$ cat config.mk
export PLATFORM = sky130hd
export DESIGN_NAME = srsp_hue_gen
export DESIGN_NICKNAME = d
export VERILOG_FILES = /design/src/rtl/srsp_pkg.sv /design/src/rtl/srsp_hue_gen.sv
export SDC_FILE = /design/constraint.sdc
export NUM_CORES = 1
export LEC_CHECK = 0
export CELL_PAD_IN_SITES_DETAIL_PLACEMENT = 1
export CELL_PAD_IN_SITES_GLOBAL_PLACEMENT = 2
export CORE_UTILIZATION = 44
export DETAILED_ROUTE_END_ITERATION = 8
export DONT_BUFFER_PORTS = 1
export HOLD_SLACK_MARGIN = 0.12
export PLACE_DENSITY_LB_ADDON = 0.1
export RECOVER_POWER = 25
export SYNTH_ARGS = -nofsm -noshare
export SYNTH_HDL_FRONTEND = slang
export SYNTH_SLANG_ARGS = --single-unit
$ cat constraint.sdc
create_clock -name clock -period 15.8 [get_ports clock]
set_input_delay 0.79 -clock clock [delete_from_list [all_inputs] [get_ports clock]]
set_output_delay 0.79 -clock clock [all_outputs]
set_load 0.1 [all_outputs]
$ cat src/rtl/srsp_pkg.sv
// Shared types, constants and hue-step function for the serpentine rainbow pixel block.
`default_nettype none

package srsp_pkg;

   localparam int ROW_WIDTH       = 6;
   localparam int COLUMN_WIDTH    = 6;
   localparam int COUNT_WIDTH     = 7;
   localparam int STRIP_WIDTH     = 12;
   localparam int LEVEL_WIDTH     = 8;
   localparam int CSR_INDEX_WIDTH = 8;
   localparam int STEP_WIDTH      = 11;

   // Full hue circle: six phases of 255 each.
   localparam logic [STEP_WIDTH-1:0] HUE_SPAN = 11'd1530;

   localparam logic [COUNT_WIDTH-1:0] COLUMN_COUNT_RESET = 7'd8;

   localparam logic [CSR_INDEX_WIDTH-1:0] REG_COLUMN_COUNT = 8'd0;
   localparam logic [CSR_INDEX_WIDTH-1:0] REG_ROW_COUNT    = 8'd1;

   typedef struct packed {
      logic [LEVEL_WIDTH-1:0] red;
      logic [LEVEL_WIDTH-1:0] green;
      logic [LEVEL_WIDTH-1:0] blue;
   } rgb_type;

   function automatic logic [LEVEL_WIDTH-1:0] clamp8(logic signed [12:0] v);
      logic [LEVEL_WIDTH-1:0] res;
      if (v < 13'sd0) begin
         res = 8'd0;
      end else if (v > 13'sd255) begin
         res = 8'd255;
      end else begin
         res = v[7:0];
      end
      return res;
   endfunction

   // Apply the six hue phases in order, each seeing the result of the ones before.
   function automatic rgb_type hue_advance(rgb_type c, logic [STEP_WIDTH-1:0] step);
      logic signed [12:0] s;
      logic [LEVEL_WIDTH-1:0] r;
      logic [LEVEL_WIDTH-1:0] g;
      logic [LEVEL_WIDTH-1:0] b;
      rgb_type res;
      s = $signed({2'b00, step});
      r = c.red;
      g = c.green;
      b = c.blue;
      if (r == 8'd255 && g == 8'd0 && b < 8'd255) b = clamp8($signed({5'b0, b}) + s);
      if (r > 8'd0 && g == 8'd0 && b == 8'd255)   r = clamp8($signed({5'b0, r}) - s);
      if (r == 8'd0 && g < 8'd255 && b == 8'd255) g = clamp8($signed({5'b0, g}) + s);
      if (r == 8'd0 && g == 8'd255 && b > 8'd0)   b = clamp8($signed({5'b0, b}) - s);
      if (r < 8'd255 && g == 8'd255 && b == 8'd0) r = clamp8($signed({5'b0, r}) + s);
      if (r == 8'd255 && g > 8'd0 && b == 8'd0)   g = clamp8($signed({5'b0, g}) - s);
      res.red   = r;
      res.green = g;
      res.blue  = b;
      return res;
   endfunction

endpackage

`default_nettype wire

$ cat src/rtl/srsp_hue_gen.sv
// Hue table builder: serial step divider followed by a one-entry-per-cycle fill sweep.
`default_nettype none

module srsp_hue_gen #(
   parameter int IW = 9,
   parameter int LW = 9
) (
   input  wire logic              clock,
   input  wire logic              reset,
   input  wire logic              start,
   input  wire logic [LW-1:0]     table_len,
   output logic                   busy,
   output logic                   wr_en,
   output logic [IW-1:0]          wr_addr,
   output srsp_pkg::rgb_type      wr_data
);
   import srsp_pkg::*;

   typedef enum logic [3:0] {
      GEN_START  = 4'b0001,
      GEN_DIVIDE = 4'b0010,
      GEN_FILL   = 4'b0100,
      GEN_IDLE   = 4'b1000
   } gen_state_type;

   gen_state_type          state_ff, state_in;
   logic [LW-1:0]          rem_ff, rem_in;
   logic [3:0]             bit_ff, bit_in;
   logic [STEP_WIDTH-1:0]  step_ff, step_in;
   logic [IW-1:0]          fill_ff, fill_in;
   rgb_type                color_ff, color_in;
   logic [LW:0]            rem_sh;
   logic                   rem_ge;
   rgb_type                color_next;

   assign rem_sh     = {rem_ff, HUE_SPAN[bit_ff]};
   assign rem_ge     = rem_sh >= {1'b0, table_len};
   assign color_next = hue_advance(color_ff, step_ff);

   assign busy    = state_ff != GEN_IDLE;
   assign wr_en   = state_ff == GEN_FILL;
   assign wr_addr = fill_ff;
   assign wr_data = color_next;

   always_comb begin
      state_in = state_ff;
      rem_in   = rem_ff;
      bit_in   = bit_ff;
      step_in  = step_ff;
      fill_in  = fill_ff;
      color_in = color_ff;
      case (state_ff)
         GEN_START: begin
            rem_in   = '0;
            bit_in   = 4'(STEP_WIDTH - 1);
            step_in  = '0;
            fill_in  = '0;
            color_in = '{red: 8'd255, green: 8'd0, blue: 8'd0};
            state_in = GEN_DIVIDE;
         end
         GEN_DIVIDE: begin
            // One quotient bit per cycle, most significant first.
            rem_in  = rem_ge ? LW'(rem_sh - {1'b0, table_len}) : rem_sh[LW-1:0];
            step_in = {step_ff[STEP_WIDTH-2:0], rem_ge};
            bit_in  = bit_ff - 4'd1;
            if (bit_ff == 4'd0) begin
               state_in = GEN_FILL;
            end
         end
         GEN_FILL: begin
            color_in = color_next;
            fill_in  = fill_ff + 1'b1;
            if (LW'(fill_ff) == table_len - 1'b1) begin
               state_in = GEN_IDLE;
            end
         end
         GEN_IDLE: begin
            state_in = GEN_IDLE;
         end
         default: begin
            state_in = GEN_START;
         end
      endcase
      if (start) begin
         state_in = GEN_START;
      end
   end

   always_ff @(posedge clock) begin
      if (reset) begin
         state_ff <= GEN_START;
      end else begin
         state_ff <= state_in;
      end
   end

   always_ff @(posedge clock) begin
      rem_ff   <= rem_in;
      bit_ff   <= bit_in;
      step_ff  <= step_in;
      fill_ff  <= fill_in;
      color_ff <= color_in;
   end

endmodule

`default_nettype wire

==> report_table.html <==
<table>
<tr><th>Metric</th><th>Value</th></tr>
<tr><th colspan="2">Synth</th></tr>
<tr><td>Average footprint of a synthesized cell</td><td>8.44 um^2</td></tr>
<tr><td>EDFF count, synth</td><td>57</td></tr>
<tr><td>Mapped cell area</td><td>7140 um^2</td></tr>
<tr><td>Share of the yosys chip area belonging to registers</td><td>25.4%</td></tr>
<tr><td>Post-synthesis cell type count</td><td>80</td></tr>
<tr><td>Post-Syn Nets</td><td>925</td></tr>
<tr><td>Cells after synthesis</td><td>846</td></tr>
<tr><td>Top flip-flop cell by instance count after synthesis</td><td>edfxtp_1</td></tr>
<tr><td>Yosys warning total</td><td>0</td></tr>
<tr><td>Flip-flop and latch count after synthesis</td><td>62</td></tr>
<tr><td>Async set or reset register ratio after synthesis</td><td>0%</td></tr>
<tr><th colspan="2">Floorplan</th></tr>
<tr><td>Height of the die</td><td>129 um</td></tr>
<tr><td>Number of primary I/O pins</td><td>47</td></tr>
<tr><td>Row count</td><td>46</td></tr>
<tr><td>Die outline area</td><td>16700 um^2</td></tr>
<tr><td>Initial core utilization</td><td>44.9%</td></tr>
<tr><td>Core outline area</td><td>15900 um^2</td></tr>
<tr><td>Die Span X</td><td>129 um</td></tr>
<tr><th colspan="2">Clock network</th></tr>
<tr><td>CTS H-Tree Depth</td><td>3</td></tr>
<tr><td>Postcts setup bufs</td><td>0</td></tr>
<tr><td>Hold-fix buffers, CTS</td><td>0</td></tr>
<tr><td>Clock root buffer</td><td>clkbuf_16</td></tr>
<tr><td>CTS tree</td><td>done</td></tr>
<tr><td># clock sinks</td><td>62</td></tr>
<tr><td>Clock Latency Late Sink</td><td>0.35 ns</td></tr>
<tr><td>Clock-pin slew of the registers on the worst-case setup and hold paths</td><td>0.06 ns</td></tr>
<tr><td>Number of buffers added by the clock tree synthesis step</td><td>9</td></tr>
<tr><td>Number of gates resized after CTS</td><td>0</td></tr>
<tr><td>Clock buffer depth</td><td>2</td></tr>
<tr><th colspan="2">Run</th></tr>
<tr><td>Max_cap viols</td><td>0</td></tr>
<tr><th colspan="2">Final layout</th></tr>
<tr><td>Most common cell after layout, fill and taps aside</td><td>nor2_1</td></tr>
<tr><td>Fill cell instance count of the final layout</td><td>1931</td></tr>
<tr><td>Area growth from synthesis to layout</td><td>8.80%</td></tr>
<tr><td>Total area of sequential cells</td><td>1810 um^2</td></tr>
<tr><td>Net count, final</td><td>933</td></tr>
<tr><td>Most used cells in the layout excluding fill and tap cells</td><td>nor2_1 (73), a21oi_1 (71), inv_1 (66)</td></tr>
<tr><td>N_diodes</td><td>0</td></tr>
<tr><td>Ratio of cells with drive above 1 in the final layout</td><td>8.96%</td></tr>
<tr><td>Multi-input gate area in the final layout</td><td>5010 um^2</td></tr>
<tr><th colspan="2">Timing</th></tr>
<tr><td>Final worst path period need</td><td>8.94 ns</td></tr>
<tr><td>Smallest hold slack</td><td>0.543 ns</td></tr>
<tr><td>Max-slew violation total from the final report</td><td>0</td></tr>
<tr><td>Maximum operating frequency</td><td>112 MHz</td></tr>
<tr><td>Rel. slew slack</td><td>3.83%</td></tr>
<tr><td>Fraction of the cycle the final worst path needs</td><td>56.6%</td></tr>
<tr><td>Worst Tran Pin Value</td><td>1.44 ns</td></tr>
<tr><td>Unrepaired setup endpoints after global routing</td><td>false</td></tr>
<tr><td>Final count of hold timing violations</td><td>0</td></tr>
<tr><td>Setup violation total in the final timing report</td><td>0</td></tr>
<tr><td>Worst clock skew on the final layout</td><td>0.00873 ns</td></tr>
<tr><td>Setup TNS Final</td><td>0 ns</td></tr>
<tr><th colspan="2">Routing</th></tr>
<tr><td>Total iterations of the first detailed-routing run</td><td>5</td></tr>
<tr><td>Vias after detailed routing</td><td>6632</td></tr>
<tr><td>Wirelength per Cell</td><td>21.6 um</td></tr>
<tr><td>Average via count per standard cell</td><td>6.17</td></tr>
<tr><td>Antenna-violating nets left</td><td>0</td></tr>
<tr><td>Total wirelength of the detailed-routed design</td><td>23.2 mm</td></tr>
<tr><td>DR DRC count</td><td>0</td></tr>
<tr><td>Iteration-0 DRC count of the detailed router</td><td>336</td></tr>
<tr><th colspan="2">Critical path</th></tr>
<tr><td>Crit path launch type</td><td>register</td></tr>
<tr><td>Max stage delay cell, worst path</td><td>and4b_1</td></tr>
<tr><td>Register-to-register setup slack</td><td>8.16 ns</td></tr>
<tr><td>Maximum cell stage delay along the critical path</td><td>0.75 ns</td></tr>
<tr><td>Number of cells on the worst reg-to-reg path</td><td>24</td></tr>
<tr><td>WP buf/inv</td><td>3</td></tr>
<tr><td>Dominant cell type by count on the critical path</td><td>a21oi_1</td></tr>
<tr><td>Crit path DAT</td><td>8.15 ns</td></tr>
<tr><td>Setup Crit Path Kind</td><td>register to output pin</td></tr>
<tr><td>Crit path capture type</td><td>output pin</td></tr>
<tr><td>Reg2reg end</td><td>color_ff[14]</td></tr>
<tr><td>Data required time at the worst endpoint</td><td>15.01 ns</td></tr>
<tr><td>Biggest fanout along the worst timing path</td><td>10</td></tr>
<tr><td>Beginning of the worst register-to-register path</td><td>step_ff[1]</td></tr>
<tr><td>Crit path max-delay family</td><td>compound AO/OA/AOI/OAI gates</td></tr>
<tr><th colspan="2">Power and ir drop</th></tr>
<tr><td>Power Density</td><td>96.2 nW/um^2</td></tr>
<tr><td>Leakage component of the power</td><td>3.06 nW</td></tr>
<tr><td>Largest voltage drop on the vdd net</td><td>0.0618 mV</td></tr>
<tr><th colspan="2">Place</th></tr>
<tr><td>Global placement routability congestion</td><td>0.917</td></tr>
<tr><td>Port Buf Inserts</td><td>0</td></tr>
<tr><td>Final HPWL from detailed placement</td><td>18.1 mm</td></tr>
<tr><th colspan="2">Global route</th></tr>
<tr><td>GRT Overall Usage</td><td>28.5%</td></tr>
<tr><td>Global-route wire length before repair</td><td>36.3 mm</td></tr>
<tr><td>Grt total ovfl</td><td>0</td></tr>
<tr><td>Maximum number of pins on one net before global-route repair</td><td>28</td></tr>
<tr><td>Initial antenna violation count</td><td>0</td></tr>
<tr><td>Vias in the first global route</td><td>6782</td></tr>
<tr><th colspan="2">Worst hold path</th></tr>
<tr><td>Path type of the worst min-delay path</td><td>input pin to register</td></tr>
<tr><td>Origin of the worst min-delay path</td><td>start</td></tr>
<tr><td>Hold Path End</td><td>state_ff[2]</td></tr>
<tr><td>Worst hold stages</td><td>1</td></tr>
<tr><th colspan="2">Status</th></tr>
<tr><td>Outcome</td><td>complete, no violations</td></tr>
</table>
[cells in the mapped netlist (10+ instances only)]
master,number,area [um^2]
nor2_1,73,274
a21oi_1,72,360
inv_1,67,251
ha_1,60,751
nand2_1,58,218
edfxtp_1,57,1710
xnor2_1,37,324
nand3_1,35,175
mux2i_1,30,300
o21ai_0,30,150
nand2b_1,28,175
xor2_1,21,184
clkbuf_1,17,63.8
and2_1,16,100
a21o_1,14,105
and3_1,13,81.3
nand4_1,13,81.3
nor3_1,12,60.1
a211oi_1,11,82.6
or3_1,10,62.6
[worst reg2reg max path, stage by stage (launching register included)]
cell and delay, ns:
edfxtp_1 0.72, inv_1 0.40, fa_1 0.54, nand2b_1 0.18, a21oi_1 0.23, a31oi_1 0.22, a211oi_1 0.41, o21ai_1 0.21
nand2_1 0.44, nor2_1 0.08, a21oi_1 0.21, inv_1 0.08, ha_1 0.22, fa_1 0.40, a21oi_1 0.17, o21bai_1 0.11
a21oi_1 0.23, o21ai_0 0.16, and4_1 0.23, a21oi_1 0.61, a41o_1 0.19, a32o_1 0.17, o2111a_1 0.23, and4b_1 0.75
mux2i_1 0.18
[stage by stage]
stage	std cells	util (%)	cell area, um^2	total power [mW]	worst slack, ns
detailed placement	1059	47.2	7500	0.552	7.34
finish	1075	48.9	7760	0.747	6.86
floorplan	846	-	7140	0.474	8.03
global placement	1059	47.2	7500	0.543	7.76
CTS	1075	49.0	7780	0.749	6.85
global route	1075	48.9	7760	0.784	6.26
[metal layers]
metal | up-vias | global-route usage (%) | wire, um
li1 | 3136 | - | -
met1 | 3287 | 36.0 | 10500
met2 | 171 | 49.7 | 11200
met3 | 38 | 3.80 | 802
met4 | 0 | 10.4 | 622
met5 | - | 0 | 0
[flip-flops by register name, summed over array words and instances, names as in the netlist]
signal and flops:
rem_sh 1, rem_ff 9, color_ff 24, wr_addr 9, step_ff 11, state_ff 4
bit_ff 4
[layout make-up]
| cell class | instances | share of cell area, % |
|---|---|---|
| inverters | 67 | 3.24 |
| clock inverters | 7 | 0.741 |
| well taps | 216 | 3.48 |
| clock buffers | 9 | 2.90 |
| repair buffers | 20 | 1.74 |
| multi-input cells | 694 | 64.6 |
| flip-flops and latches | 62 | 23.3 |
[power breakdown]
group          leakage [nW]  switching, mW  total (mW)  internal, mW
Sequential            0.625         0.0253       0.218         0.192
Clock                 0.140         0.0867       0.195         0.108
Combinational          2.30          0.225       0.334         0.110
[cells by family (layout without fill, tap and decap cells)]
group	Yosys count	count (layout)	synth area share, %
adders and majority gates	67	67	12.5
xor gates and xnor gates	58	58	7.12
and+or+nand+nor	311	311	23.3
DFF	62	62	25.4
buffers and inverters	90	103	5.10
AOI/OAI and AO/OA	219	219	20.8
muxes	39	39	5.79
[how the worst max path moves through the flow]
stage               startpoint           to  slack [ns]  depth (start not counted)
detailed placement  step_ff[1]   wr_data[8]        7.34                         25
CTS                 step_ff[1]  wr_data[13]        6.85                         25
finish              step_ff[1]  wr_data[13]        6.86                         25
global placement    step_ff[1]  wr_data[10]        7.76                         25
floorplan           step_ff[1]  wr_data[10]        8.03                         25
global route        step_ff[1]  wr_data[10]        6.26                         25
No activity file was read; power rests on OpenSTA's default activity.
